**config.mk**
```make
export PLATFORM = sky130hd
export DESIGN_NAME = usg_out_seq
export DESIGN_NICKNAME = d
export VERILOG_FILES = /design/src/usg_pkg.sv /design/src/usg_out_seq.sv
export SDC_FILE = /design/constraint.sdc
export NUM_CORES = 2
export LEC_CHECK = 0
export ABC_AREA = 1
export BUFFER_PORTS_ARGS = -buffer_cell sky130_fd_sc_hd__buf_2
export CAP_MARGIN = 20
export CORE_MARGIN = 2
export CORE_UTILIZATION = 60
export CTS_BUF_LIST = sky130_fd_sc_hd__clkbuf_4 sky130_fd_sc_hd__clkbuf_8 sky130_fd_sc_hd__clkbuf_16
export DETAILED_ROUTE_END_ITERATION = 8
export HOLD_SLACK_MARGIN = 0.12
export PLACE_DENSITY = 0.8
export SLEW_MARGIN = 15
export SYNTH_ARGS = -nofsm -noshare
export SYNTH_HDL_FRONTEND = slang
export SYNTH_SLANG_ARGS = --single-unit
```
**constraint.sdc**
```tcl
create_clock -name clock -period 28 [get_ports clock]
set_input_delay 2.8 -clock clock [delete_from_list [all_inputs] [get_ports clock]]
set_output_delay 2.8 -clock clock [all_outputs]
set_load 0.02 [all_outputs]
```
**src/usg_pkg.sv**
```systemverilog
// usg_pkg: shared types, constants and helper functions of the uv sphere generator
// depends on nothing; used by every module under src
`default_nettype none

package usg_pkg;

   localparam int MAX_DIVISIONS = 1024;

   localparam logic [10:0] MAX_CNT = (MAX_DIVISIONS > 2047) ? 11'd2047 : 11'(MAX_DIVISIONS);
   localparam logic [10:0] MIN_SEGMENTS = 11'd3;
   localparam logic [10:0] MIN_RINGS = 11'd2;

   localparam logic [15:0] RESET_RADIUS = 16'd256;
   localparam logic [10:0] RESET_SEGMENTS = 11'd32;
   localparam logic [10:0] RESET_RINGS = 11'd16;

   // divider steps: fractional bits for longitude, latitude and texture taps
   localparam int U_STEPS = 32;
   localparam int V_STEPS = 31;
   localparam int TEX_STEP = 16;

   localparam logic signed [33:0] GAIN_Q30 = 34'sd652032874;
   localparam logic [30:0] HALF_PI_Q30 = 31'd1686629713;

   localparam logic [2:0] LAST_CORNER = 3'd5;

   typedef enum logic {
      KIND_VERTEX = 1'b0,
      KIND_QUAD   = 1'b1
   } kind_type;

   typedef enum logic [1:0] {
      CSR_RADIUS   = 2'd0,
      CSR_SEGMENTS = 2'd1,
      CSR_RINGS    = 2'd2
   } csr_index_type;

   typedef struct packed {
      logic        kind;
      logic        bad;
      logic [20:0] idx;
      logic [16:0] tex_u;
      logic [16:0] tex_v;
   } meta_type;

   typedef struct packed {
      meta_type    meta;
      logic [10:0] ru;
      logic [10:0] rv;
      logic [32:0] qu;
      logic [31:0] qv;
      logic [31:0] lat;
      logic [31:0] lon;
   } div_word_type;

   typedef struct packed {
      meta_type           meta;
      logic [1:0]         quad_lat;
      logic [1:0]         quad_lon;
      logic signed [33:0] xl;
      logic signed [33:0] yl;
      logic signed [32:0] zl;
      logic signed [33:0] xo;
      logic signed [33:0] yo;
      logic signed [32:0] zo;
   } cordic_word_type;

   typedef struct packed {
      meta_type           meta;
      logic signed [15:0] nx;
      logic signed [15:0] ny;
      logic signed [15:0] nz;
   } norm_word_type;

   function automatic logic signed [32:0] atan_q30(input int step);
      logic signed [32:0] a;
      case (step)
         0:  a = 33'sd843314857;
         1:  a = 33'sd497837829;
         2:  a = 33'sd263043837;
         3:  a = 33'sd133525159;
         4:  a = 33'sd67021687;
         5:  a = 33'sd33543516;
         6:  a = 33'sd16775851;
         7:  a = 33'sd8388437;
         8:  a = 33'sd4194283;
         9:  a = 33'sd2097149;
         10: a = 33'sd1048576;
         11: a = 33'sd524288;
         12: a = 33'sd262144;
         13: a = 33'sd131072;
         14: a = 33'sd65536;
         15: a = 33'sd32768;
         16: a = 33'sd16384;
         17: a = 33'sd8192;
         18: a = 33'sd4096;
         19: a = 33'sd2048;
         20: a = 33'sd1024;
         21: a = 33'sd512;
         22: a = 33'sd256;
         23: a = 33'sd128;
         default: a = 33'sd0;
      endcase
      return a;
   endfunction

   // rounding carry of a long division: remainder plus half the divisor reaches the divisor
   function automatic logic round_up(input logic [10:0] rem, input logic [10:0] div);
      return ({1'b0, rem} + {2'b0, div[10:1]}) >= {1'b0, div};
   endfunction

   function automatic logic signed [15:0] sat14(input logic signed [63:0] v);
      logic signed [15:0] r;
      if (v > 64'sd16384) begin
         r = 16'sd16384;
      end else if (v < -64'sd16384) begin
         r = -16'sd16384;
      end else begin
         r = v[15:0];
      end
      return r;
   endfunction

endpackage

`default_nettype wire

```
**src/usg_out_seq.sv**
```systemverilog
// usg_out_seq: position scaling, output register and six-corner quad sequencer
// depends on usg_pkg
`default_nettype none

module usg_out_seq (
   input  wire logic                   clock,
   input  wire logic                   reset,
   input  wire logic                   in_valid,
   input  wire usg_pkg::norm_word_type in_word,
   input  wire logic [15:0]            radius,
   input  wire logic [11:0]            row_len,
   output logic                        out_free,
   output logic                        rsp_valid,
   input  wire logic                   rsp_stall,
   output logic signed [16:0]          rsp_pos_x,
   output logic signed [16:0]          rsp_pos_y,
   output logic signed [16:0]          rsp_pos_z,
   output logic signed [15:0]          rsp_norm_x,
   output logic signed [15:0]          rsp_norm_y,
   output logic signed [15:0]          rsp_norm_z,
   output logic [16:0]                 rsp_tex_u,
   output logic [16:0]                 rsp_tex_v,
   output logic [20:0]                 rsp_vertex_index,
   output logic                        rsp_bad_request,
   output logic                        rsp_last
);
   import usg_pkg::*;

   logic               vo_ff;
   logic [2:0]         cnt_ff;
   meta_type           meta_ff;
   logic signed [16:0] px_ff, py_ff, pz_ff;
   logic signed [15:0] nx_ff, ny_ff, nz_ff;
   logic [16:0]        tu_ff, tv_ff;

   logic               take, quad_ok, last_now, vertex_ok;
   logic signed [16:0] rad_s;
   logic signed [15:0] nx, ny, nz;
   logic signed [32:0] px_prod, py_prod, pz_prod, px_r, py_r, pz_r;
   logic [20:0]        tl, tr, bl, br;

   assign take = vo_ff && !rsp_stall;
   assign quad_ok = (meta_ff.kind == KIND_QUAD) && !meta_ff.bad;
   assign last_now = !quad_ok || (cnt_ff == LAST_CORNER);
   assign out_free = !vo_ff || (take && last_now);
   assign vertex_ok = (in_word.meta.kind == KIND_VERTEX) && !in_word.meta.bad;

   always_comb begin
      rad_s = signed'({1'b0, radius});
      nx = in_word.nx;
      ny = in_word.ny;
      nz = in_word.nz;
      px_prod = rad_s * nx;
      py_prod = rad_s * ny;
      pz_prod = rad_s * nz;
      px_r = (px_prod + 33'sd8192) >>> 14;
      py_r = (py_prod + 33'sd8192) >>> 14;
      pz_r = (pz_prod + 33'sd8192) >>> 14;
   end

   always_ff @(posedge clock) begin
      if (reset) begin
         vo_ff <= 1'b0;
         cnt_ff <= 3'd0;
      end else begin
         if (out_free) begin
            vo_ff <= in_valid;
            cnt_ff <= 3'd0;
         end else if (take) begin
            cnt_ff <= cnt_ff + 3'd1;
         end
      end
   end

   // payload, zeroed for quads and bad requests
   always_ff @(posedge clock) begin
      if (out_free) begin
         meta_ff <= in_word.meta;
         if (vertex_ok) begin
            px_ff <= px_r[16:0];
            py_ff <= py_r[16:0];
            pz_ff <= pz_r[16:0];
            nx_ff <= nx;
            ny_ff <= ny;
            nz_ff <= nz;
            tu_ff <= in_word.meta.tex_u;
            tv_ff <= in_word.meta.tex_v;
         end else begin
            px_ff <= '0;
            py_ff <= '0;
            pz_ff <= '0;
            nx_ff <= '0;
            ny_ff <= '0;
            nz_ff <= '0;
            tu_ff <= '0;
            tv_ff <= '0;
         end
      end
   end

   always_comb begin
      tl = meta_ff.idx;
      tr = tl + 21'd1;
      bl = tl + {9'd0, row_len};
      br = bl + 21'd1;
      rsp_vertex_index = '0;
      if (quad_ok) begin
         case (cnt_ff)
            3'd0:    rsp_vertex_index = tl;
            3'd1:    rsp_vertex_index = tr;
            3'd2:    rsp_vertex_index = br;
            3'd3:    rsp_vertex_index = tl;
            3'd4:    rsp_vertex_index = br;
            3'd5:    rsp_vertex_index = bl;
            default: rsp_vertex_index = '0;
         endcase
      end
   end

   assign rsp_valid = vo_ff;
   assign rsp_pos_x = px_ff;
   assign rsp_pos_y = py_ff;
   assign rsp_pos_z = pz_ff;
   assign rsp_norm_x = nx_ff;
   assign rsp_norm_y = ny_ff;
   assign rsp_norm_z = nz_ff;
   assign rsp_tex_u = tu_ff;
   assign rsp_tex_v = tv_ff;
   assign rsp_bad_request = meta_ff.bad;
   assign rsp_last = last_now;

endmodule

`default_nettype wire

```
Word level (Yosys, flattened, before mapping)

Index checks and enable logic that the tools add are counted.

Bits in registers: 160
Input port bits: 137
Output and inout bits: 158
Word-level logic and storage cells: 46

$add $sub $neg: 7
Multiply operators: 3
Eq/ne operators: 5
Muxes and demuxes: 2
Bitwise logic cells: 1
Reductions and logical operators: 15

Operator list:

| operator                                                              | count |
|---|---|
| 31-bit by 15-bit adder with 31-bit output, second input constant      | 3 |
| 17-bit by 16-bit multiplier with 31-bit output                        | 3 |
| 21-bit one-hot mux with 4 select lines                                | 1 |
| 21-bit by 1-bit adder with 21-bit output, second input constant       | 2 |
| 21-bit by 12-bit adder with 21-bit output                             | 1 |
| 21-bit 2-to-1 mux                                                     | 1 |
| 3-bit by 2-bit equality test with 1-bit output, second input constant | 2 |
| 3-bit equality test, second input constant                            | 2 |
| 2-bit OR reduction                                                    | 3 |
| 1-bit logical NOT                                                     | 5 |
| 1-bit logical AND                                                     | 4 |
| 3-bit by 1-bit adder with 3-bit output, second input constant         | 1 |
| 3-bit by 1-bit equality test with 1-bit output, second input constant | 1 |
| 3-bit logical NOT                                                     | 1 |
| 1-bit logical OR                                                      | 2 |
| 1-bit inverter                                                        | 1 |

Logic depth before layout (Yosys ltp)

Word-level depth: 7
Gate-level depth with buffers: 30
Mapped depth without buffers: 28

Least setup slack after synthesis

No wires, ideal clock.

Path type: input -> output
Start: in rsp_stall
End: out out_free
Arrival: 14.179 ns
Required time: 25.200 ns
Slack: 11.021 ns
Stages: 1
Buffers on the path: 0
Cell sequence: o21ai_0

Longest elaborated chain between the ends: 4

RTL lines:

| what              | RTL line          | source |
|---|---|---|
| start, declared   | usg_out_seq.sv:14 | `input wire logic rsp_stall,` |
| 1-bit logical NOT | usg_out_seq.sv:42 | `assign take = vo_ff && !rsp_stall;` |
| 1-bit logical AND | usg_out_seq.sv:42 |  |
| 1-bit logical AND | usg_out_seq.sv:45 | `assign out_free = !vo_ff \|\| (take && last_now);` |
| 1-bit logical OR  | usg_out_seq.sv:45 |  |
| end, declared     | usg_out_seq.sv:12 | `output logic out_free,` |

Every way passes these cells.

Worst setup path in the final report

Start: in radius[8]
End: reg px_ff[12], in the netlist rsp_pos_x[12] (data pin)

Longest elaborated chain between the ends: 2

RTL lines:

| what                                           | RTL line          | source |
|---|---|---|
| start, declared                                | usg_out_seq.sv:10 | `input wire logic [15:0] radius,` |
| 17-bit by 16-bit multiplier with 31-bit output | usg_out_seq.sv:53 | `px_prod = rad_s * nx;` |
| 31-bit by 15-bit adder with 31-bit output      | usg_out_seq.sv:56 | `px_r = (px_prod + 33'sd8192) >>> 14;` |
| end signal, assigned                           | usg_out_seq.sv:80 | `px_ff <= px_r[16:0];` |
| end, declared                                  | usg_out_seq.sv:32 | `logic signed [16:0] px_ff, py_ff, pz_ff;` |

Every way passes these cells.
A chain may end at the register's enable or synchronous reset.

==> metrics.md <==
| Metric | Value |
|---|---|
| RSZ-0062 raised after global routing | false |
| Post-route setup TNS | 0 ns |
| Area leader, netlist | fa_1 |
| Sequential area share after synthesis | 0.138 |
| Final core occ | 0.651 |
| Maximum fanout along the worst path | 47 |
| Synthesized Nets | 5475 |
| Maximum VDD drop | 0.000152 V |
| Num Clock Sinks | 160 |
| GRT overflow | 0 |
| IO Pins | 295 |
| TritonRoute pass-1 iters | 5 |
| Die Width | 244 um |
| Ys Warns | 0 |
| Initial Util | 0.608 |
| Setup WS pre-CTS | 19.06 ns |
| Top_reg_cell synth | edfxtp_1 |
| Final Instance Area | 36900 um2 |
| Worst slew pin tran | 1.11 ns |
| Post-Route WL | between 90 and 100 mm |
| CTS clk-pin slew, worst paths | 0.08 ns |
| Clk buf depth | 2 |
| CP max-delay cell | buf_2 |
| Relative slew slack | 0.259 |
| GRT Resource Usage Total | 0.320 |
| Slowest Stage Delay on Critical Path | 0.80 ns |
| Final setup margin | 19.50 ns |
| FMAX | 118 MHz |
| Largest cells by area after synthesis | fa_1 (34%), inv_1 (14%), edfxtp_1 (14%) |
| EDFF count, synth | 156 |
| Std-Cell Core Area | 56600 um2 |
| PostCTS Resize Cnt | 0 |
| # rows | 87 |
| Syn Inst Count | 4419 |
| Share of the synthesized area in the top cell type | 0.339 |
| Cell mode on critical path | fa_1 |
| WP data required | 28.25 ns |
| Layout cells sized above 1 | 0.0860 |
| TritonCTS buffer count | 17 |
| Crit path capture type | register |
| Async SR Flop Fraction | 0 |
| Vias per cell | 5.34 |
| Nets | 5614 |
| Min cycle time layout | ~8.5 ns |
| HP Class | reg -> reg |
| Routed WL per cell | 17.3 um |
| Remaining antenna violation count | 0 |
| Pwr per Cell Area | 124 nW/um2 |
| Crit path launch type | input pin |
| Pins Over Slew Limit | 0 |
| Synthesis-to-finish area growth | 7.07% |
| Placer Congestion | 0.970 |
| CTS tree | done |
| Post-synthesis cell area | 34400 um2 |
| Setup bufs post-CTS | 0 |
| Tcrit/Tclk final | 0.304 |
| Vias | 28500 |
| Drt first-iter violations | ~2100 |
| Vias in the first global route | 29600 |
| CP top delay family | adder cells |
| Leading cell types in the layout, fill and taps excluded | inv_1 (1311), nand2_1 (1039), fa_1 (583) |
| Port bufs | 294 |
| Mean area per synthesized cell | 7.79 um2 |
| H-tree lvl count | 4 |
| Outcome | finished clean |
| First-pass GRT wire length | 149 mm |
| Crit path kind | in -> reg |
| CP bufs+invs | 6 |
| Yosys cell types | 59 |
| Synth Register Bits | 160 |
| Detail Placement HPWL | roughly 70 mm |
| DRC | 0 |
| Hold-fix buffers, CTS | 0 |
| Setup violations, final | 0 |
| Commonest non-fill, non-tap cell in the layout | inv_1 |
| Die Y-Extent | 244 um |
| Later-pin clock latency in the skew report | around 0.53 ns |
| Worst EP arrival | 8.76 ns |
| Max-capacitance violation count | 0 |
| Critical-path cell list | buf_2 -> nand2_1 -> fa_1 -> inv_1 -> fa_1 -> fa_1 -> fa_1 -> fa_1 -> inv_1 -> fa_1 -> inv_1 -> ha_1 -> nand2_1 -> nor2_1 -> inv_1 -> nor3_1 -> nand3_1 -> o21ai_0 -> a21oi_1 -> xnor2_1 -> inv_1 -> nor2_1 |
| DP Area | 36300 um2 |
| P_leak | 22.1 nW |
| Die ar. | 59300 um2 |
| Largest net degree at the start of global routing | 69 |
| Hold Fails Final Rpt | 0 |
| Layout Skew | 0.0245 ns |
| Clock root buffer master | clkbuf_16 |
| Initial antenna violation count | 5 |
==> metal layers <==
| layer | share of wire | track usage | vias up | wire length [um] |
|---|---|---|---|---|
| li1 | - | - | 13200 | - |
| met2 | 0.49 | 0.548 | 1313 | 45000 |
| met1 | 0.37 | 0.397 | 13700 | 34300 |
| met3 | 0.091 | 0.0538 | 261 | 8420 |
| met4 | 0.046 | 0.150 | 6 | 4220 |
| met5 | 0.00043 | 0 | - | 40 |
==> flip-flops by register name, indices dropped and copies added (netlist names), 3 cells and up <==
signal / count
cnt_ff: 3
rsp_norm_x: 16
rsp_norm_y: 16
rsp_norm_z: 16
rsp_pos_x: 17
rsp_pos_y: 17
rsp_pos_z: 17
rsp_tex_u: 17
rsp_tex_v: 17
tl: 21
==> area by class of cell <==
class | count | area [um2]
clock inverter | 15 | 166
fill | 4929 | 19700
sequential | 160 | 4760
antenna | 5 | 12.5
tap | 756 | 946
timing repair buffer | 314 | 1620
inverter | 1319 | 4950
multi-input combinational | 2746 | 24000
clock buffer | 17 | 425
==> power breakdown <==
group	internal (W)	total [W]	switching, W
Sequential	0.000341	0.000356	0.0000149
Combinational	0.00138	0.00398	0.00260
Clock	0.000119	0.000248	0.000129
Total	0.00184	0.00459	0.00275
==> synthesized netlist by cell type (all sizes together), types with 3 or more instances <==
library cell  number
fa               583
a31oi             21
o31ai              3
nand3b             3
nand4             23
o21a              14
clkinv             4
and2               3
xor2              10
nor3              22
nor4               6
clkbuf           165
inv             1315
edfxtp           156
xnor2             14
o221ai             4
nor2             237
a21oi            173
dfxtp              4
a221oi             4
a21o               5
or2                7
nand2           1056
ha               336
nand3            107
buf               29
o21bai            10
o21ai             88
==> worst reg2reg max path, cell delays in order, from the launching register on <==
cell and delay (ns):
dfxtp_1 0.40, ha_1 0.19, nand2_1 0.11, inv_1 0.59, nor2_1 0.20, o21ai_4 0.52
buf_4 0.61, buf_4 0.76
==> per-stage QoR <==
| stage | hold WS, ns | power [W] | std cells |
|---|---|---|---|
| 6_report | 0.506 | 0.00459 | 5332 |
| 2_1_floorplan | 0.470 | 0.00328 | 4419 |
| 5_1_grt | 0.558 | 0.00518 | 5329 |
| 4_1_cts | 0.511 | 0.00454 | 5327 |
| 3_3_place_gp | 0.490 | 0.00418 | 5295 |
| 3_5_place_dp | 0.501 | 0.00424 | 5295 |
==> worst paths after layout <==
kind	endpoint	depth (start not counted)	slack [ns]	from
setup / recovery	rsp_pos_x[12]	22	19.50	radius[8]
hold / removal	cnt_ff[1]	2	0.51	cnt_ff[1]
setup reg to reg	rsp_pos_z[16]	7	24.12	cnt_ff[0]
hold reg to reg	cnt_ff[1]	2	0.51	cnt_ff[1]
==> cell families (layout without fill, tap and decap cells) <==
| logic type | after synthesis | after routing | share of synthesized area |
|---|---|---|---|
| other | 0 | 5 | 0 |
| adder cells (fa/ha/maj) | 919 | 919 | 0.461 |
| AO/OA/AOI/OAI | 338 | 338 | 0.0549 |
| XOR/XNOR | 24 | 24 | 0.00611 |
| buffers and inverters | 1513 | 1665 | 0.166 |
| AND/OR/NAND/NOR | 1465 | 1465 | 0.174 |
| flip-flops | 160 | 160 | 0.138 |
(Power assumes the default switching activity.)
