--- src/usg_pkg.sv ---
// usg_pkg: shared types, constants and helper functions of the uv sphere generator
// depends on nothing; used by every module under src
`default_nettype none

package usg_pkg;

   localparam int MAX_DIVISIONS = 1024;

   localparam logic [10:0] MAX_CNT = (MAX_DIVISIONS > 2047) ? 11'd2047 : 11'(MAX_DIVISIONS);
   localparam logic [10:0] MIN_SEGMENTS = 11'd3;
   localparam logic [10:0] MIN_RINGS = 11'd2;

   localparam logic [15:0] RESET_RADIUS = 16'd256;
   localparam logic [10:0] RESET_SEGMENTS = 11'd32;
   localparam logic [10:0] RESET_RINGS = 11'd16;

   // divider steps: fractional bits for longitude, latitude and texture taps
   localparam int U_STEPS = 32;
   localparam int V_STEPS = 31;
   localparam int TEX_STEP = 16;

   localparam logic signed [33:0] GAIN_Q30 = 34'sd652032874;
   localparam logic [30:0] HALF_PI_Q30 = 31'd1686629713;

   localparam logic [2:0] LAST_CORNER = 3'd5;

   typedef enum logic {
      KIND_VERTEX = 1'b0,
      KIND_QUAD   = 1'b1
   } kind_type;

   typedef enum logic [1:0] {
      CSR_RADIUS   = 2'd0,
      CSR_SEGMENTS = 2'd1,
      CSR_RINGS    = 2'd2
   } csr_index_type;

   typedef struct packed {
      logic        kind;
      logic        bad;
      logic [20:0] idx;
      logic [16:0] tex_u;
      logic [16:0] tex_v;
   } meta_type;

   typedef struct packed {
      meta_type    meta;
      logic [10:0] ru;
      logic [10:0] rv;
      logic [32:0] qu;
      logic [31:0] qv;
      logic [31:0] lat;
      logic [31:0] lon;
   } div_word_type;

   typedef struct packed {
      meta_type           meta;
      logic [1:0]         quad_lat;
      logic [1:0]         quad_lon;
      logic signed [33:0] xl;
      logic signed [33:0] yl;
      logic signed [32:0] zl;
      logic signed [33:0] xo;
      logic signed [33:0] yo;
      logic signed [32:0] zo;
   } cordic_word_type;

   typedef struct packed {
      meta_type           meta;
      logic signed [15:0] nx;
      logic signed [15:0] ny;
      logic signed [15:0] nz;
   } norm_word_type;

   function automatic logic signed [32:0] atan_q30(input int step);
      logic signed [32:0] a;
      case (step)
         0:  a = 33'sd843314857;
         1:  a = 33'sd497837829;
         2:  a = 33'sd263043837;
         3:  a = 33'sd133525159;
         4:  a = 33'sd67021687;
         5:  a = 33'sd33543516;
         6:  a = 33'sd16775851;
         7:  a = 33'sd8388437;
         8:  a = 33'sd4194283;
         9:  a = 33'sd2097149;
         10: a = 33'sd1048576;
         11: a = 33'sd524288;
         12: a = 33'sd262144;
         13: a = 33'sd131072;
         14: a = 33'sd65536;
         15: a = 33'sd32768;
         16: a = 33'sd16384;
         17: a = 33'sd8192;
         18: a = 33'sd4096;
         19: a = 33'sd2048;
         20: a = 33'sd1024;
         21: a = 33'sd512;
         22: a = 33'sd256;
         23: a = 33'sd128;
         default: a = 33'sd0;
      endcase
      return a;
   endfunction

   // rounding carry of a long division: remainder plus half the divisor reaches the divisor
   function automatic logic round_up(input logic [10:0] rem, input logic [10:0] div);
      return ({1'b0, rem} + {2'b0, div[10:1]}) >= {1'b0, div};
   endfunction

   function automatic logic signed [15:0] sat14(input logic signed [63:0] v);
      logic signed [15:0] r;
      if (v > 64'sd16384) begin
         r = 16'sd16384;
      end else if (v < -64'sd16384) begin
         r = -16'sd16384;
      end else begin
         r = v[15:0];
      end
      return r;
   endfunction

endpackage

`default_nettype wire

--- src/usg_cordic_cell.sv ---
// usg_cordic_cell: one rotation-mode cordic step for latitude and longitude
// depends on usg_pkg
`default_nettype none

module usg_cordic_cell #(
   parameter int STEP = 0
) (
   input  wire logic                     clock,
   input  wire logic                     load,
   input  wire usg_pkg::cordic_word_type prev_word,
   output usg_pkg::cordic_word_type      word_out
);
   import usg_pkg::*;

   cordic_word_type word_ff, word_in;
   logic signed [33:0] xl, yl, xo, yo, xl_sh, yl_sh, xo_sh, yo_sh;
   logic signed [32:0] zl, zo, angle;

   always_comb begin
      word_in = prev_word;
      xl = prev_word.xl;
      yl = prev_word.yl;
      zl = prev_word.zl;
      xo = prev_word.xo;
      yo = prev_word.yo;
      zo = prev_word.zo;
      xl_sh = xl >>> STEP;
      yl_sh = yl >>> STEP;
      xo_sh = xo >>> STEP;
      yo_sh = yo >>> STEP;
      angle = atan_q30(STEP);
      if (!zl[32]) begin
         word_in.xl = xl - yl_sh;
         word_in.yl = yl + xl_sh;
         word_in.zl = zl - angle;
      end else begin
         word_in.xl = xl + yl_sh;
         word_in.yl = yl - xl_sh;
         word_in.zl = zl + angle;
      end
      if (!zo[32]) begin
         word_in.xo = xo - yo_sh;
         word_in.yo = yo + xo_sh;
         word_in.zo = zo - angle;
      end else begin
         word_in.xo = xo + yo_sh;
         word_in.yo = yo - xo_sh;
         word_in.zo = zo + angle;
      end
   end

   always_ff @(posedge clock) begin
      if (load) begin
         word_ff <= word_in;
      end
   end

   assign word_out = word_ff;

endmodule

`default_nettype wire

--- config.mk ---
export PLATFORM = sky130hd
export DESIGN_NAME = usg_cordic_cell
export DESIGN_NICKNAME = d
export VERILOG_FILES = /design/src/usg_pkg.sv /design/src/usg_cordic_cell.sv
export SDC_FILE = /design/constraint.sdc
export NUM_CORES = 1
export LEC_CHECK = 0
export BUFFER_PORTS_ARGS = -buffer_cell sky130_fd_sc_hd__buf_2
export CAP_MARGIN = 20
export CORE_AREA = 2 2 253 255
export DETAILED_ROUTE_END_ITERATION = 7
export DIE_AREA = 0 0 255 257
export SLEW_MARGIN = 20
export SYNTH_ARGS = -nofsm -noshare
export SYNTH_HDL_FRONTEND = slang
export SYNTH_SLANG_ARGS = --single-unit
--- constraint.sdc ---
create_clock -name clock -period 6.9 [get_ports clock]
set_clock_uncertainty 0.1 [all_clocks]
set_input_delay 0.345 -clock clock [delete_from_list [all_inputs] [get_ports clock]]
set_output_delay 0.345 -clock clock [all_outputs]
set_load 0.03 [all_outputs]
# Word-level counts from Yosys, hierarchy flattened
# Cells that the tools add are included.
[totals]
ff_bits = 263
word_cells = 25
in_bits = 265
[op_classes]
n_addsub = 10
n_mux = 2
[ops]
columns = ["cell", "n"]
rows = [
  ["$mux W101", 2],
  ["$sub A34 B34 Y34", 4],
  ["$add A34 B34 Y34", 2],
  ["$add A33 B31 Y33 const B", 2],
  ["$sub A33 B31 Y33 const B", 2],
]

# Depth between registers and ports, before layout
# Gate-level depths: netlist (run 1).
[logic_depth]
depth_word = 2
ltp_mapped = 15
ltp_nobuf = 13

# Worst setup path after synthesis (run 1)
# Ideal clock, no wire load.
[synth_path]
path_type = "input port to flip-flop"
startpoint = "in prev_word[32] (netlist name)"
endpoint = "reg word_ff (netlist bit word_out[32]) (data pin)"
required_time_ns = 6.654
setup_ns = 0.146
arrival_ns = 3.774
setup_slack_ns = 2.880
stages = 14
path_cell_list = "clkbuf_1 clkinv_1 clkbuf_1 ha_1 nor2b_1 o31a_1 o41ai_2 nor3_1 o221ai_1 a21oi_1 a2111oi_2 nor3_1 a221o_1 a21oi_1"
[synth_rtl]
columns = ["item", "line_no", "rtl"]
rows = [
  ["from (decl)", "usg_cordic_cell.sv:10", "input wire usg_pkg::cordic_word_type prev_word,"],
  ["to (signal assigned)", "usg_cordic_cell.sv:54", "word_ff <= word_in;"],
  ["to (decl)", "usg_cordic_cell.sv:15", "cordic_word_type word_ff, word_in;"],
]

==> summary.md, run 1 <==
| Metric | Value |
|---|---|
| Status | complete, no violations |
| Number of global-route vias before repair | roughly 20000 |
| Slowest-stage cell, CP | buf_4 |
| # IOs | 528 |
| Post-synthesis mux area share | 0.0129 |
| Number of H-tree levels | 2 |
| First-pass GRT wire length | 114000 µm |
| Synthesized area | between 20000 and 25000 µm² |
| Maximum capacitance violations | 0 |
| WS Path Type | primary input to register |
| Avg Vias per Cell | approximately 5.3 |
| # resized after CTS | 0 |
| Largest family of logic cells by synthesized area | compound AO/OA/AOI/OAI gates |
| Avg Synthesized Cell Area | 9.24 µm² |
| XOR/XNOR share of the synthesized area | 0.0740 |
| Post-route worst setup slack | about 2.8 ns |
| Data required time of the critical path | approximately 7 ns |
| Final hold vios | 0 |
| Largest register FFs | between 200 and 300 |
| Post-DP HPWL | just under 60000 µm |
| Launching element type of the critical path | primary input |
| CP top delay family | compound AO/OA/AOI/OAI gates |
| Gr usage total | 0.222 |
| Tmin final | around 4.1 ns |
| GRT overflow | 0 |
| Syn_nets | 2892 |
| Row cnt | 92 |
| Die Ht | between 200 and 300 µm |
| Setup tns final | 0 ns |
| # Post-CTS Setup Buffers | 0 |
| Synth async-reset ratio | 0 |
| Top cells by area, synth | edfxtp_1 36%, ha_1 15%, a21oi_1 6.3%, xnor2_1 6.2%, inv_1 3.8% |
| Top-count cell post-synth | a21oi_1 |
| Final-report max-slew violation count | 0 |
| Peak supply drop | between 0.1 and 0.15 mV |
| Static Leak | about 12 nW |
| Non-Filler Instances | about 3800 |
| Warnings from Yosys | 0 |
| Vias | between 20000 and 25000 |
| Class of the worst hold path | primary input to register |
| Reg clk slew, reported paths | ~0.06 ns |
| Tcrit/Tclk final | 0.590 |
| Share of cells above drive strength 1 | 0.207 |
| DRT Pass-1 Iters | 5 |
| Yosys top cell by area | edfxtp_1 |
| Final setup violation count | 0 |
| Place WS | roughly 2.4 ns |
| Top cells by count, synth | 275 x a21oi_1, 261 x edfxtp_1, 260 x ha_1 |
| Pwr dens | between 200 and 250 nW/µm² |
| Dpl cell area | between 20000 and 30000 µm² |
| Post-synth EDFFs | 261 |
| Cts bufs inserted | 35 |
| Slew Limit Headroom | 0.277 |
| Synth Flop Type | edfxtp_1 |
| DP Cell Count | approximately 3600 |
| Worst path max stage delay | roughly 0.6 ns |
| Post-Route WL | 76100 µm |
| Top cell type's share of synthesized area | 0.360 |
| Clock sinks | between 200 and 300 |
| Worst path bufs/invs | 3 |
| Initial DRC Count | 1480 |
| Nets | between 3000 and 4000 |
| Largest net degree at the start of global routing | around 170 |
| Critical-path cell list | buf_4, inv_2, buf_4, ha_1, nor2b_1, o31a_1, o41ai_2, nor3_1, o221ai_1, a21oi_1, a2111oi_2, nor3_1, a221o_1, a21oi_1 |
| Drc violations | 0 |
| Average routed wire per standard cell | about 20 µm |
| Crit path max fanout | 58 |
| Initial Util | 0.347 |
| Setup crit end kind | register |
| Slew @ Worst Pin | about 1.1 ns |
| Post-route ant nets | 0 |
| Die area | 65500 µm² |
| Hold Slack | between 0.04 and 0.05 ns |
| Maximum clock frequency | around 0.25 GHz |
| Post-synthesis cell type count | between 70 and 80 |
| Register area share after synthesis | 0.360 |
| Initial antenna violation count | 16 |
| Adder-cell area share of the yosys netlist | 0.157 |
| Worst EP arrival | between 4 and 5 ns |
| CTS Buffer Depth | 3 |
| Area Growth Syn to Fin | 23.8% |
| Unrepaired setup endpoints after global routing | false |
| Die X | approximately 260 µm |
| TritonCTS clock tree | built |
| Post-Synthesis Cells | 2359 |
| CTS root buffer | clkbuf_16 |
| Synth Area in Compound Gates | 0.231 |
| Core region area | around 63000 µm² |
| Post-route cell area | 27000 µm² |
| Port bufs | 527 |
| Post-Synth Simple-Gate Area | 0.110 |
| Gpl congestion | ~0.94 |
| Seq cells post-synth | roughly 260 |
-- metrics by stage --
stage	utilization	power, mW
finish	0.430	6.29
global route	0.430	6.59
CTS	0.430	6.32
detailed placement	0.401	4.41
global placement	0.401	4.40
floorplan	-	3.66
-- worst paths after layout --
| kind | to | slack (ns) | startpoint | depth (start not counted) |
|---|---|---|---|---|
| setup / recovery | word_out[32] | 2.83 | prev_word[32] | 14 |
| hold / removal | word_out[0] | 0.05 | prev_word[0] | 2 |
-- cells by family after synthesis --
kind of cell    count (synthesis)
flops                         261
xor+xnor                      184
fa+ha+maj                     268
mux                            28
compound gates                795
buf+inv                       317
simple gates                  506
-- cell type report --
| class | count | area (µm²) |
|---|---|---|
| tap | 846 | 1060 |
| clock inverter | 18 | 195 |
| antenna | 8 | 20.0 |
| multi-input combinational | 1781 | 12700 |
| inverter | 227 | 852 |
| clock buffer | 44 | 952 |
| timing repair buffer | 594 | 3320 |
| fill | 6181 | 35800 |
| sequential | 261 | 7840 |
-- layout by cell type, fill, tap and decap left out, types with 29 or more instances in the layout --
| cell type | n |
|---|---|
| nor3_1 | 46 |
| xnor2_1 | 153 |
| buf_2 | 524 |
| nand2_1 | 121 |
| a21o_1 | 79 |
| dlygate4sd3_1 | 62 |
| ha_1 | 260 |
| edfxtp_1 | 261 |
| o21bai_1 | 56 |
| nand3_1 | 29 |
| xor2_1 | 31 |
| inv_1 | 222 |
| o21ai_0 | 152 |
| nor2_1 | 162 |
| a21oi_1 | 275 |
| nor2b_1 | 33 |
| clkbuf_16 | 37 |
-- timing repair --
item | 4_1_cts | 5_1_grt
setup endpoints to repair | 0 | 0
hold buffers | 62 | 0
hold endpoints to repair | 62 | 0
-- power by group --
| part | internal [mW] | total [mW] | leakage, nW | switching, mW |
|---|---|---|---|---|
| Clock | 1.13 | 1.85 | 0.554 | 0.723 |
| Combinational | 0.758 | 2.30 | 8.99 | 1.54 |
| Sequential | 2.06 | 2.14 | 2.55 | 0.0783 |
| Total | 3.94 | 6.29 | 12.1 | 2.34 |
-- layer usage --
| layer | routed length, µm | part of all wire | up-vias | global-route usage |
|---|---|---|---|---|
| met2 | 37900 | 0.50 | 770 | 0.395 |
| met3 | 4750 | 0.062 | 150 | 0.0362 |
| met5 | 57 | 0.00075 | - | 0 |
| li1 | - | - | 9636 | - |
| met4 | 2950 | 0.039 | 8 | 0.0900 |
| met1 | 30500 | 0.40 | 9630 | 0.262 |
Power figures use the tool's default switching activity.
==> run 2, diff against run 1 <==
==> constraint.sdc (replaced) <==
create_clock -name clock -period 4.2 [get_ports clock]
set_clock_uncertainty 0.1 [all_clocks]
set_input_delay 0.21 -clock clock [delete_from_list [all_inputs] [get_ports clock]]
set_output_delay 0.21 -clock clock [all_outputs]
set_load 0.03 [all_outputs]
==> run 2 against run 1 <==
  * Worst setup slack worse by 2.4 ns
  * Sequential share of layout area is 0.21 points lower
  * Largest cell class unchanged
  * Global-route usage is 0.28 points higher
  * Cell count is 0.74% higher
  * Die area stayed put
==> summary.md, run 2 (synthesis results as in run 1) <==
| Metric | Value |
|---|---|
| Initial DRC Count | 1409 (-4.8%) |
| Largest net degree at the start of global routing | 118 (-28%) |
| Crit path max fanout | 3 (-95%) |
| Commonest non-fill, non-tap cells in the layout | 524 x buf_2, 275 x a21oi_1, 261 x edfxtp_1, 260 x ha_1, 222 x inv_1 |
| Final setup violation count | 0 (unchanged) |
| # fillers | 6154 (-0.44%) |
| Maximum capacitance violations | 0 (unchanged) |
| Total design power | 10.2 mW (+62%) |
| Hold Slack | 0.0785 ns (+0.0322 ns) |
| Slew @ Worst Pin | 1.04 ns (-0.0476 ns) |
| Worst EP arrival | 3.94 ns (-0.42 ns) |
| Slew Limit Headroom | 0.309 (+0.0317) |
| Final hold vios | 0 (unchanged) |
| Core region area | 62700 µm² (unchanged) |
| Maximum clock frequency | around 0.27 GHz |
| Die area | 65500 µm² (unchanged) |
| Initial Util | 0.347 (unchanged) |
| Die Ht | 257 µm (unchanged) |
| Number of H-tree levels | 2 (unchanged) |
| Pint | 6.38 mW (+62%) |
| Data required time of the critical path | 4.38 ns (-2.80 ns) |
| Cts bufs inserted | 36 (+2.9%) |
| Setup tns final | 0 ns (unchanged) |
| Seq pwr share | 0.344 (+0.004) |
| Pwr dens | 376 nW/µm² (+61%) |
| Logic pwr share | 0.373 (+0.008) |
| Share of cells above drive strength 1 | 0.215 (+0.00805) |
| DP Cell Count | 3676 (+0.80%) |
| Area Growth Syn to Fin | 24.7% |
| Drc violations | 0 (unchanged) |
| Post-Route WL | 76800 µm (+0.85%) |
| Unrepaired setup endpoints after global routing | false |
| Port bufs | 527 (unchanged) |
| CTS root buffer | clkbuf_16 |
| Reg clk slew, reported paths | 0.06 ns (about the same) |
| Row cnt | 92 (unchanged) |
| Static Leak | 12.2 nW (+1.1%) |
| Gpl congestion | 0.972 (+2.8%) |
| Nets | 3467 (+0.99%) |
| TritonCTS clock tree | built |
| # IOs | 528 (unchanged) |
| NetSw | 3.82 mW (+63%) |
| Final-report max-slew violation count | 0 (unchanged) |
| Switching portion of total power | 0.375 (+0.00217) |
| Post-route ant nets | 0 (unchanged) |
| Avg Vias per Cell | 5.31 (-0.63%) |
| Setup crit end kind | register |
| CTS Buffer Depth | 3 (unchanged) |
| Largest register FFs | 261 (unchanged) |
| Number of global-route vias before repair | 19968 (+0.97%) |
| DRT Pass-1 Iters | 5 (unchanged) |
| # resized after CTS | 0 (unchanged) |
| First-pass GRT wire length | 115000 µm (+1.1%) |
| Final core occ | 0.433 (+0.00319) |
| Gr usage total | 0.224 (+0.00280) |
| Launching element type of the critical path | primary input |
| Clock sinks | 261 (unchanged) |
| Non-Filler Instances | 3807 (+0.74%) |
| Vias | 20215 (+0.10%) |
| Tcrit/Tclk final | 0.896 |
| Commonest non-fill, non-tap cell in the layout | buf_2 |
| Initial antenna violation count | 14 (-2) |
| Class of the worst hold path | primary input to register |
| Tmin final | 3.76 ns |
| GRT overflow | 0 (unchanged) |
| Die X | 255 µm (unchanged) |
| Clock share of power | 0.282 (-0.012) |
| Post-DP HPWL | 61300 µm (+2.8%) |
| Peak supply drop | 0.258 mV (+84%) |
| WS Path Type | primary input to register |
| Average routed wire per standard cell | 20.2 µm (+0.11%) |
| Status | complete, no violations |
[run 2: cell types whose count changed in the layout (fill, tap and decap cells not counted), sizes merged]
cell         change
inv              +2
diode            -2
clkbuf           -4
dlygate4sd3      +4
bufinv           -2
clkinv           +1
buf             +29
[run 2: stage by stage]
stage	worst slack, ns	area (µm²)
3_5_place_dp	0.264	25400
4_1_cts	0.538	27200
5_1_grt	0.219	27200
2_1_floorplan	0.315	21800
6_report	0.438	27200
3_3_place_gp	0.149	25400
[run 2: cell type report]
cell class / instances / area (µm²) / area share
multi-input cells: 1781 / 12700 / 0.469
flip-flops and latches: 261 / 7840 / 0.288
repair buffers: 627 / 3580 / 0.132
well taps: 846 / 1060 / 0.0390
clock buffers: 40 / 937 / 0.0345
inverters: 227 / 852 / 0.0314
clock inverters: 19 / 158 / 0.00580
diodes: 6 / 15.0 / 0.000553
[run 2: worst max-delay path: stages]
cell and delay, ns:
dlygate4sd3_1 0.52, buf_2 0.13, inv_1 0.05, ha_1 0.20, fa_1 0.40, o21bai_1 0.23, a41oi_1 0.20, a211o_1 0.36
o41ai_2 0.47, nand4_1 0.18, a31oi_1 0.53, a211o_1 0.20, o21ai_0 0.10, xnor2_1 0.16
[run 2: routing by layer]
| metal | global-route usage | wire length (µm) | vias up |
|---|---|---|---|
| li1 | - | - | 9674 |
| met2 | 0.397 | 38100 | 750 |
| met3 | 0.0346 | 4330 | 160 |
| met4 | 0.0919 | 3240 | 8 |
| met5 | 0 | 55 | - |
| met1 | 0.269 | 31100 | 9623 |
[run 2: path summary, 6_finish.rpt]
check,to,start,slack (ns),cells past startpoint
max,word_out[93],prev_word[67],0.44,14
min,word_out[18],prev_word[18],0.08,3
[run 2: power by group through the flow]
| stage | clock, mW | sequential (mW) | combinational, mW |
|---|---|---|---|
| floorplan | 0 | 4.32 | 1.70 |
| global placement | 0 | 3.56 | 3.72 |
| detailed placement | 0 | 3.56 | 3.73 |
| finish | 2.88 | 3.51 | 3.81 |
| global route | 3.07 | 3.55 | 4.10 |
| CTS | 2.98 | 3.52 | 3.80 |
[run 2: what timing repair did]
action	4_1_cts	5_1_grt
hold buffers	66	0
setup buffers	0	0
hold endpoints to repair	66	0
