$ cat src/usg_pkg.sv
// usg_pkg: shared types, constants and helper functions of the uv sphere generator
// depends on nothing; used by every module under src
`default_nettype none

package usg_pkg;

   localparam int MAX_DIVISIONS = 1024;

   localparam logic [10:0] MAX_CNT = (MAX_DIVISIONS > 2047) ? 11'd2047 : 11'(MAX_DIVISIONS);
   localparam logic [10:0] MIN_SEGMENTS = 11'd3;
   localparam logic [10:0] MIN_RINGS = 11'd2;

   localparam logic [15:0] RESET_RADIUS = 16'd256;
   localparam logic [10:0] RESET_SEGMENTS = 11'd32;
   localparam logic [10:0] RESET_RINGS = 11'd16;

   // divider steps: fractional bits for longitude, latitude and texture taps
   localparam int U_STEPS = 32;
   localparam int V_STEPS = 31;
   localparam int TEX_STEP = 16;

   localparam logic signed [33:0] GAIN_Q30 = 34'sd652032874;
   localparam logic [30:0] HALF_PI_Q30 = 31'd1686629713;

   localparam logic [2:0] LAST_CORNER = 3'd5;

   typedef enum logic {
      KIND_VERTEX = 1'b0,
      KIND_QUAD   = 1'b1
   } kind_type;

   typedef enum logic [1:0] {
      CSR_RADIUS   = 2'd0,
      CSR_SEGMENTS = 2'd1,
      CSR_RINGS    = 2'd2
   } csr_index_type;

   typedef struct packed {
      logic        kind;
      logic        bad;
      logic [20:0] idx;
      logic [16:0] tex_u;
      logic [16:0] tex_v;
   } meta_type;

   typedef struct packed {
      meta_type    meta;
      logic [10:0] ru;
      logic [10:0] rv;
      logic [32:0] qu;
      logic [31:0] qv;
      logic [31:0] lat;
      logic [31:0] lon;
   } div_word_type;

   typedef struct packed {
      meta_type           meta;
      logic [1:0]         quad_lat;
      logic [1:0]         quad_lon;
      logic signed [33:0] xl;
      logic signed [33:0] yl;
      logic signed [32:0] zl;
      logic signed [33:0] xo;
      logic signed [33:0] yo;
      logic signed [32:0] zo;
   } cordic_word_type;

   typedef struct packed {
      meta_type           meta;
      logic signed [15:0] nx;
      logic signed [15:0] ny;
      logic signed [15:0] nz;
   } norm_word_type;

   function automatic logic signed [32:0] atan_q30(input int step);
      logic signed [32:0] a;
      case (step)
         0:  a = 33'sd843314857;
         1:  a = 33'sd497837829;
         2:  a = 33'sd263043837;
         3:  a = 33'sd133525159;
         4:  a = 33'sd67021687;
         5:  a = 33'sd33543516;
         6:  a = 33'sd16775851;
         7:  a = 33'sd8388437;
         8:  a = 33'sd4194283;
         9:  a = 33'sd2097149;
         10: a = 33'sd1048576;
         11: a = 33'sd524288;
         12: a = 33'sd262144;
         13: a = 33'sd131072;
         14: a = 33'sd65536;
         15: a = 33'sd32768;
         16: a = 33'sd16384;
         17: a = 33'sd8192;
         18: a = 33'sd4096;
         19: a = 33'sd2048;
         20: a = 33'sd1024;
         21: a = 33'sd512;
         22: a = 33'sd256;
         23: a = 33'sd128;
         default: a = 33'sd0;
      endcase
      return a;
   endfunction

   // rounding carry of a long division: remainder plus half the divisor reaches the divisor
   function automatic logic round_up(input logic [10:0] rem, input logic [10:0] div);
      return ({1'b0, rem} + {2'b0, div[10:1]}) >= {1'b0, div};
   endfunction

   function automatic logic signed [15:0] sat14(input logic signed [63:0] v);
      logic signed [15:0] r;
      if (v > 64'sd16384) begin
         r = 16'sd16384;
      end else if (v < -64'sd16384) begin
         r = -16'sd16384;
      end else begin
         r = v[15:0];
      end
      return r;
   endfunction

endpackage

`default_nettype wire

$ cat src/usg_div_cell.sv
// usg_div_cell: one restoring long-division step for longitude and latitude
// depends on usg_pkg
`default_nettype none

module usg_div_cell #(
   parameter int STEP = 1
) (
   input  wire logic                  clock,
   input  wire logic                  load,
   input  wire logic [10:0]           seg_div,
   input  wire logic [10:0]           ring_div,
   input  wire usg_pkg::div_word_type prev_word,
   output usg_pkg::div_word_type      word_out
);
   import usg_pkg::*;

   div_word_type word_ff, word_in;
   logic [11:0] u_shift, v_shift, u_sub, v_sub;
   logic        u_bit, v_bit;
   logic [10:0] ru_next, rv_next;

   always_comb begin
      word_in = prev_word;
      u_shift = {prev_word.ru, 1'b0};
      u_sub = u_shift - {1'b0, seg_div};
      u_bit = u_shift >= {1'b0, seg_div};
      ru_next = u_bit ? u_sub[10:0] : u_shift[10:0];
      word_in.ru = ru_next;
      word_in.qu = {prev_word.qu[31:0], u_bit};

      v_shift = {prev_word.rv, 1'b0};
      v_sub = v_shift - {1'b0, ring_div};
      v_bit = v_shift >= {1'b0, ring_div};
      rv_next = v_bit ? v_sub[10:0] : v_shift[10:0];
      if (STEP <= V_STEPS) begin
         word_in.rv = rv_next;
         word_in.qv = {prev_word.qv[30:0], v_bit};
      end

      // texture taps after sixteen fractional bits
      if (STEP == TEX_STEP) begin
         word_in.meta.tex_u = word_in.qu[16:0] + {16'd0, round_up(ru_next, seg_div)};
         word_in.meta.tex_v = word_in.qv[16:0] + {16'd0, round_up(rv_next, ring_div)};
      end
      if (STEP == V_STEPS) begin
         word_in.lat = word_in.qv + {31'd0, round_up(rv_next, ring_div)};
      end
      if (STEP == U_STEPS) begin
         word_in.lon = word_in.qu[31:0] + {31'd0, round_up(ru_next, seg_div)};
      end
   end

   always_ff @(posedge clock) begin
      if (load) begin
         word_ff <= word_in;
      end
   end

   assign word_out = word_ff;

endmodule

`default_nettype wire

$ cat config.mk
export PLATFORM = sky130hd
export DESIGN_NAME = usg_div_cell
export DESIGN_NICKNAME = d
export VERILOG_FILES = /design/src/usg_pkg.sv /design/src/usg_div_cell.sv
export SDC_FILE = /design/constraint.sdc
export NUM_CORES = 1
export LEC_CHECK = 0
export BUFFER_PORTS_ARGS = -buffer_cell sky130_fd_sc_hd__buf_4
export CAP_MARGIN = 10
export CORE_AREA = 10 10 163 165
export CTS_CLUSTER_DIAMETER = 30
export CTS_CLUSTER_SIZE = 30
export DETAILED_ROUTE_END_ITERATION = 8
export DIE_AREA = 0 0 173 175
export GPL_TIMING_DRIVEN = 0
export PLACE_DENSITY_LB_ADDON = 0.3
export SLEW_MARGIN = 25
export SYNTH_ARGS = -nofsm -noshare
export SYNTH_HDL_FRONTEND = slang
export SYNTH_SLANG_ARGS = --single-unit
export TNS_END_PERCENT = 50
$ cat constraint.sdc
create_clock -name clock -period 3.43 [get_ports clock]
set_clock_uncertainty 0.2 [all_clocks]
set_input_delay 0.686 -clock clock [delete_from_list [all_inputs] [get_ports clock]]
set_output_delay 0.686 -clock clock [all_outputs]
set_load 0.02 [all_outputs]
# After elaboration in Yosys (flattened, before gate mapping)
# Cells that the tools add are included.
# op_classes
n_reduce_logical,0
magnitude_cmp,2
bitwise_logic,0
eq_ne,0
addsub,2
mux,2
div_mod_pow,0
n_shift,0
multipliers,0
# ops
op,count
$ge 12x11->1,2
$mux 11,2
$sub 11x11->11,2
# totals
inputBits,232
mem_count,0
register_bits,208
latch_bits,0
romBits,0
mem_bits_rw,0
out_inout_bits,208
wordCells,19

# Depth between registers and ports, before layout
# Gate-level depths: netlist of the first run.
# depth
depth_word,2
depth_mapped,10
depth_no_buf,8

# Worst setup path after synthesis of the first run
# Ideal clock, no wire load.
# synth_timing
path_type,input -> register
start,in ring_div[0]
end,reg word_ff (netlist bit word_out[130]) (data pin)
stages,6
required_ps,2970
arrival_time_ps,2339
setup_time_ps,260
path_buffers,0
slack_ps,632
path_cell_list,inv_1 -> fa_1 -> o211ai_1 -> a2111oi_2 -> a211oi_4 -> mux2_2
# synth_between
elab_chain_cells,2
elab_cells_between_ends,3
cone_classes,add/sub: 1; order compare: 1; mux: 1
# synth_rtl
item,line,rtl
start: declaration,usg_div_cell.sv:11,"input wire logic [10:0] ring_div,"
$sub 11x11->11 / $ge 12x11->1 (equally long branches),"usg_div_cell.sv:32, usg_div_cell.sv:33",
$mux 11 (*),usg_div_cell.sv:34,rv_next = v_bit ? v_sub[10:0] : v_shift[10:0];
net rv_next[1],usg_div_cell.sv:20,"logic [10:0] ru_next, rv_next;"
end signal: assignment,usg_div_cell.sv:55,word_ff <= word_in;
end: declaration,usg_div_cell.sv:17,"div_word_type word_ff, word_in;"
# The timed path passes the listed nets; every way through them passes the cells marked *.
# A chain may end at the register's enable or synchronous reset.

# Final worst setup path of the first run
# Same ends and word-level chain as after synthesis.

==> results of run 1 <==
## final cells by class
class,count,area share
clock inverters,31,0.03472
repair buffers,439,0.2563
plain buffers,4,0.002494
well taps,319,0.03060
inverters,30,0.008824
clock buffers,52,0.09160
flip-flops and latches,208,0.4788
multi-input cells,174,0.09668
## Yosys cell counts (all sizes together) (4+ instances only)
cell	n
buf	4
ha	22
o21a	5
o21ai	15
nand3	7
xnor2	7
inv	30
and3	4
nand2	16
a21oi	16
a211oi	7
a211o	4
edfxtp	208
nor2	20
## power groups by stage
stage | Clock (W) | Combinational (W) | Sequential [W]
after global routing | 0.00482 | 0.00125 | 0.00314
after CTS | 0.00469 | 0.00120 | 0.00312
after detailed placement | 0 | 0.00119 | 0.00317
final | 0.00459 | 0.00118 | 0.00312
after floorplan | 0 | 0.000217 | 0.00345
after global placement | 0 | 0.00117 | 0.00316
## cell families (layout without fill, tap and decap cells)
| kind of cell | Yosys count | count (layout) | share of synthesized area |
|---|---|---|---|
| muxes | 5 | 5 | 0.007518 |
| buffers and inverters | 34 | 556 | 0.01929 |
| and+or+nand+nor | 62 | 62 | 0.03792 |
| DFF | 208 | 208 | 0.8160 |
| AOI/OAI and AO/OA | 74 | 74 | 0.06783 |
| adders and majority gates | 24 | 24 | 0.04119 |
| xor gates and xnor gates | 9 | 9 | 0.01030 |
## worst paths after layout
path	startpoint	end	slack [ns]	cells past startpoint
setup / recovery	ring_div[0]	word_out[130]$_DFFE_PP_	0.84	7
hold / removal	prev_word[10]	word_out[10]$_DFFE_PP_	0.14	1
## stage by stage
step                setup slack, ns  utilization  area [µm²]
floorplan                    0.6315            -        7655
global placement             0.1245       0.4873       11330
detailed placement           0.3128       0.4899       11400
CTS                          0.8498       0.5608       13050
global route                 0.7030       0.5608       13050
finish                       0.8443       0.5608       13050
## routing by layer
layer,global-route usage,part of all wire,up-vias
met5,0,0,-
met4,0.05785,0.028,0
met3,0.07502,0.10,55
met2,0.2928,0.53,278
met1,0.1602,0.34,2632
li1,-,-,2608
==> results.tsv, run 1 <==
stage	metric	value	unit
status	status	finished clean	
timing	rsz0062_at_grt	no	
logic_synthesis	synth_warnings	0	
die	core_area	23260	µm²
critical_path	critPathArrivalTime	2.65	ns
die	start_util	0.3291	
critical_path	critPathRequiredTime	3.49	ns
route	drc	0	
finish	final_cell_mix	buf_4 (436), edfxtp_1 (208), clkbuf_16 (47), inv_1 (29), ha_1 (22)	
logic_synthesis	synthTopCellsByArea	edfxtp_1 (82%), ha_1 (3.6%), inv_1 (1.4%)	
critical_path	critPathBufInv	2	
power	comb_power_share	0.132	
finish	layoutNonFillerInstCount	1257	
timing	tightestPinTransition	0.5789	ns
clocking	clockRootBuffer	clkbuf_16	
finish	diodes	0	
global_routing	overflow	0	
logic_synthesis	synth.cell_area	7655	µm²
global_routing	grt_pass1_vias	5882	
clocking	numCtsBuffers	46	
timing	tns	0	ns
finish	nets	1159	
logic_synthesis	synth_top_area_frac	0.8160	
route	drtIter0Drc	230	
route	wirelength	25.94	mm
finish	multi_input_area	1261	µm²
die	die_width	173	µm
critical_path	critPathKind	primary input to register	
logic_synthesis	syn_area_per_cell	18.40	µm²
job	max_cap_viol_count	0	
clocking	cts.sinks	208	
timing	finalHoldViolations	0	
die	top_level_ports	440	
critical_path	critPathSlowestCell	a211oi_4	
route	viasPerCell	4.434	
critical_path	endpoint_kind	register	
route	drtAntennaViolNets	0	
clocking	cts_tree	yes	
global_routing	grt_max_degree	101	
power	internal_power	0.006851	W
logic_synthesis	ys_ff_latch	208	
logic_synthesis	yosysTopAreaCell	edfxtp_1	
finish	drive_above_1_share	0.5650	
power	power.density	681.9	nW/µm²
placed_design	globalplace.congestion	0.8061	
clocking	post_cts_buffers	0	
worst_hold_path	min_path_type	primary input to register	
power	p_leak	5.665	nW
die	die_y	175	µm
logic_synthesis	syn_inst	416	
power	p_sw	0.002044	W
finish	layout_commonest_cell	buf_4	
finish	area.sequential	6246	µm²
logic_synthesis	synth_edf_count	208	
clocking	post_cts_resized	0	
critical_path	path_cells	buf_4 -> inv_1 -> fa_1 -> o211ai_1 -> a2111oi_2 -> a211oi_4 -> mux2_2	
route	first_pass_iters	4	
logic_synthesis	synthFlopType	edfxtp_1	
route	wl_per_cell	20.64	µm
global_routing	antenna_found_initial	0	
clocking	clk_pin_slew	0.05	ns
clocking	hold_buffers	0	
die	rows	56	
timing	slew_headroom	0.6128	
critical_path	start_kind	primary input	
global_routing	grt_pass1_wl	37.34	mm
timing	finalCriticalPeriod	2.586	ns
logic_synthesis	ys_async_sr_fraction	0	
timing	slew_viol_final	0	
power	pwr-share-seq	0.351	
clocking	htreeDepth	2	
finish	num-fill-cells	1936	
power	p_total	0.008895	W
route	vias	5573	
timing	fmax	386.7	MHz
die	dieArea	30280	µm²
clocking	clockBufferDepth	3	
timing	setup_viol	0	
finish	area_growth	70.42	%
global_routing	grt.total_usage	0.1621	
power	vdd.ir_drop.worst	0.3818	mV
placed_design	portBuffers	437	
critical_path	slowest_delay	0.54	ns
logic_synthesis	synth-seq-area-share	0.8160	
finish	largest_reg_flops	208	
logic_synthesis	netlist-cell-type-count	52	
timing	hold_ws	0.1410	ns
logic_synthesis	syn-num-nets	672	
placed_design	placed_cells	1174	
critical_path	critical-path-top-delay-family	compound AO/OA/AOI/OAI gates	
power	swShare	0.2298	
placed_design	hpwl	20.56	mm
timing	period_share	0.7538	
power	power_frac_clock	0.517	
critical_path	path_max_fanout	10	
Note: power is estimated with default switching activity, not from simulation.
==> run 2: changes to the inputs <==
--- a/config.mk
+++ b/config.mk
@@ -5,13 +5,14 @@
 export SDC_FILE = /design/constraint.sdc
 export NUM_CORES = 1
 export LEC_CHECK = 0
+export ABC_AREA = 1
 export BUFFER_PORTS_ARGS = -buffer_cell sky130_fd_sc_hd__buf_4
 export CAP_MARGIN = 10
-export CORE_AREA = 10 10 163 165
+export CORE_AREA = 10 10 162 164
 export CTS_CLUSTER_DIAMETER = 30
 export CTS_CLUSTER_SIZE = 30
 export DETAILED_ROUTE_END_ITERATION = 8
-export DIE_AREA = 0 0 173 175
+export DIE_AREA = 0 0 172 174
 export GPL_TIMING_DRIVEN = 0
 export PLACE_DENSITY_LB_ADDON = 0.3
 export SLEW_MARGIN = 25
==> constraint.sdc (replaced) <==
create_clock -name clock -period 2.7 [get_ports clock]
set_clock_uncertainty 0.2 [all_clocks]
set_input_delay 0.54 -clock clock [delete_from_list [all_inputs] [get_ports clock]]
set_output_delay 0.54 -clock clock [all_outputs]
set_load 0.02 [all_outputs]
==> run 2 against run 1 <==
Sequential power up 28%. Non-clock buffer count is 184 higher. Worst hold slack got worse by 0.12 ns. Via count up 23%. Sequential cell count did not move. Final area up 16%. Synthesized cell count grew 29%. Critical endpoint is now word_out[137]$_DFFE_PP_. Power up 27%. Largest power group unchanged. Largest cell class unchanged.
==> results.tsv, run 2 <==
stage	metric	value	unit	change
route	vias	6850		+23%
timing	slew_viol_final	0		unchanged
global_routing	overflow	0		unchanged
logic_synthesis	synth_warnings	0		unchanged
logic_synthesis	synth-seq-area-share	0.7798		-0.03620
critical_path	critical-path-top-delay-family	simple AND/OR/NAND/NOR gates		
power	vdd.ir_drop.worst	0.5986	mV	+57%
clocking	cts_tree	yes		
clocking	numCtsBuffers	43		-6.5%
logic_synthesis	synth_adder_area_share	0.03936		-0.001827
power	internal_power	0.008528	W	+24%
clocking	clockRootBuffer	clkbuf_16		
logic_synthesis	synth_xor_area_frac	0.006560		-0.003737
route	viasPerCell	4.489		+1.2%
route	drc	0		unchanged
timing	slew_headroom	0.6787		+0.06593
logic_synthesis	synth_top_family_by_area	simple AND/OR/NAND/NOR gates		
finish	largest_reg_flops	208		unchanged
timing	hold_ws	0.02578	ns	-0.1153 ns
critical_path	start_kind	primary input		
route	wirelength	31.97	mm	+23%
timing	tightestPinTransition	0.4819	ns	-0.09703 ns
global_routing	grt_pass1_vias	7415		+26%
route	wl_per_cell	20.95	µm	+1.5%
critical_path	critPathRequiredTime	2.76	ns	-0.73 ns
logic_synthesis	synthFlopType	edfxtp_1		
timing	finalCriticalPeriod	1.963	ns	
power	power.density	749.9	nW/µm²	+10%
die	rows	56		unchanged
logic_synthesis	ys_async_sr_fraction	0		unchanged
clocking	htreeDepth	2		unchanged
route	first_pass_iters	4		unchanged
global_routing	grt_max_degree	87		-14%
power	pwr-share-seq	0.352		about the same
power	power_frac_clock	0.489		-0.028
timing	period_share	0.7271		
placed_design	portBuffers	437		unchanged
timing	rsz0062_at_grt	no		
die	die_width	172	µm	-0.58%
logic_synthesis	synth.most_common_cell	edfxtp_1		
power	swShare	0.2454		+0.01562
clocking	cts.sinks	208		unchanged
finish	drive_above_1_share	0.4392		-0.1258
logic_synthesis	muxShareOfSynthArea	0		-0.007519
logic_synthesis	synth-compound-area-share	0.008122		-0.05971
placed_design	hpwl	21.88	mm	+6.5%
worst_hold_path	min_path_type	primary input to register		
logic_synthesis	synth.cell_area	8010	µm²	+4.6%
die	start_util	0.3464		+0.01736
logic_synthesis	syn-num-nets	792		+18%
critical_path	critPathBufInv	3		+1
critical_path	path_cells	buf_4 -> inv_1 -> fa_1 -> nand3_1 -> nand3_2 -> nand3_1 -> nand4_2 -> buf_6 -> nand2_1 -> nand2_1		
logic_synthesis	synthTopCellsByArea	edfxtp_1 (78%), nand2_1 (5.8%), ha_1 (3.4%)		
finish	final_cell_mix	buf_4 (436), edfxtp_1 (208), dlygate4sd3_1 (182), nand2_1 (123), inv_1 (63)		
critical_path	path_max_fanout	10		unchanged
logic_synthesis	synth_edf_count	208		unchanged
power	p_sw	0.002773	W	+36%
logic_synthesis	yosysTopAreaCell	edfxtp_1		
logic_synthesis	netlist-cell-type-count	20		-62%
logic_synthesis	synthTopCellsByCount	edfxtp_1 (208), nand2_1 (123), inv_1 (63)		
finish	nets	1458		+26%
power	comb_power_share	0.159		+0.027
die	top_level_ports	440		unchanged
timing	setup_viol	0		unchanged
route	drtIter0Drc	379		+65%
finish	layout_commonest_cell	buf_4		
critical_path	critPathKind	primary input to register		
critical_path	slowest_delay	0.51	ns	-0.03 ns
die	core_area	23120	µm²	-0.60%
die	die_y	174	µm	-0.57%
timing	fmax	509.4	MHz	
job	max_cap_viol_count	0		unchanged
power	p_leak	6.809	nW	+20%
power	p_total	0.01130	W	+27%
finish	area_growth	88.13	%	
logic_synthesis	syn_inst	536		+29%
logic_synthesis	syn_area_per_cell	14.94	µm²	-19%
clocking	clockBufferDepth	3		unchanged
timing	finalHoldViolations	0		unchanged
global_routing	antenna_found_initial	3		+3
clocking	clk_pin_slew	0.04	ns	about the same
global_routing	grt_pass1_wl	46.33	mm	+24%
global_routing	grt.total_usage	0.2049		+0.04283
placed_design	globalplace.congestion	0.8408		+4.3%
logic_synthesis	synth_top_area_frac	0.7798		-0.03620
finish	final_core_utilization	0.6517		+0.09095
critical_path	critPathSlowestCell	fa_1		
critical_path	critPathArrivalTime	2.02	ns	-0.63 ns
critical_path	endpoint_kind	register		
logic_synthesis	synthSimpleGateAreaFrac	0.1293		+0.09141
die	dieArea	29930	µm²	-1.1%
status	status	finished clean		
route	drtAntennaViolNets	0		unchanged
logic_synthesis	ys_ff_latch	208		unchanged
run 2: cell count changes in the layout (fill, tap and decap cells not counted), sizes merged, moves of 6 or more:
cell,before,now
a211oi,7,0
o21ai,15,0
nand2,16,132
inv,33,68
dlygate4sd3,0,182
xnor2,7,0
a21oi,16,10
nand3,7,54
run 2: stage by stage:
step           setup TNS, ns  cell area, µm²  std cells  setup slack, ns
5_1_grt                    0           15070       1526           0.6136
2_1_floorplan              0            8010        536           0.5251
3_5_place_dp               0           11720       1265           0.2323
3_3_place_gp          -83.87           11650       1263          -0.4279
4_1_cts                    0           15050       1523           0.7486
6_report                   0           15070       1526           0.7369
run 2: repair_timing:
| item | in CTS | in global routing |
|---|---|---|
| gates resized for setup | 0 | 0 |
| setup buffers | 0 | 0 |
| hold buffers | 181 | 1 |
| endpoints found under the hold margin | 181 | 1 |
run 2: power groups by stage:
stage | sequential, W | clock [W] | combinational [W]
after global routing | 0.00400 | 0.00579 | 0.00192
after floorplan | 0.00438 | 0 | 0.000314
after detailed placement | 0.00402 | 0 | 0.00155
after CTS | 0.00397 | 0.00558 | 0.00179
final | 0.00398 | 0.00552 | 0.00180
after global placement | 0.00402 | 0 | 0.00153
run 2: per-layer routing:
metal | GRT usage | part of all wire | wire length, µm
met4 | 0.09594 | 0.042 | 1328
met5 | 0 | 0.00022 | 7
met1 | 0.2150 | 0.34 | 10890
met2 | 0.3577 | 0.52 | 16500
met3 | 0.07114 | 0.10 | 3244
run 2: worst paths after layout:
kind           from                 endpoint  slack [ns]  cells after the start
max     ring_div[0]  word_out[137]$_DFFE_PP_        0.74                     10
min   prev_word[17]   word_out[17]$_DFFE_PP_        0.03                      1
run 2: cell families (layout without fill, tap and decap cells):
group           Yosys count  after routing
xor+xnor                  6              6
fa+ha+maj                24             24
simple gates            218            218
other cells               0              2
buf+inv                  70            768
flops                   208            208
compound gates           10             10
run 2: area by class of cell:
type,count,area (µm²)
Fill cell,1637,8053
Clock inverter,30,435.4
Sequential cell,208,6246
Clock buffer,47,1091
Antenna cell,2,5.005
Tap cell,290,362.8
Inverter,64,240.2
Multi-Input combinational cell,258,1469
Buffer,6,55.05
Timing Repair Buffer,621,5165
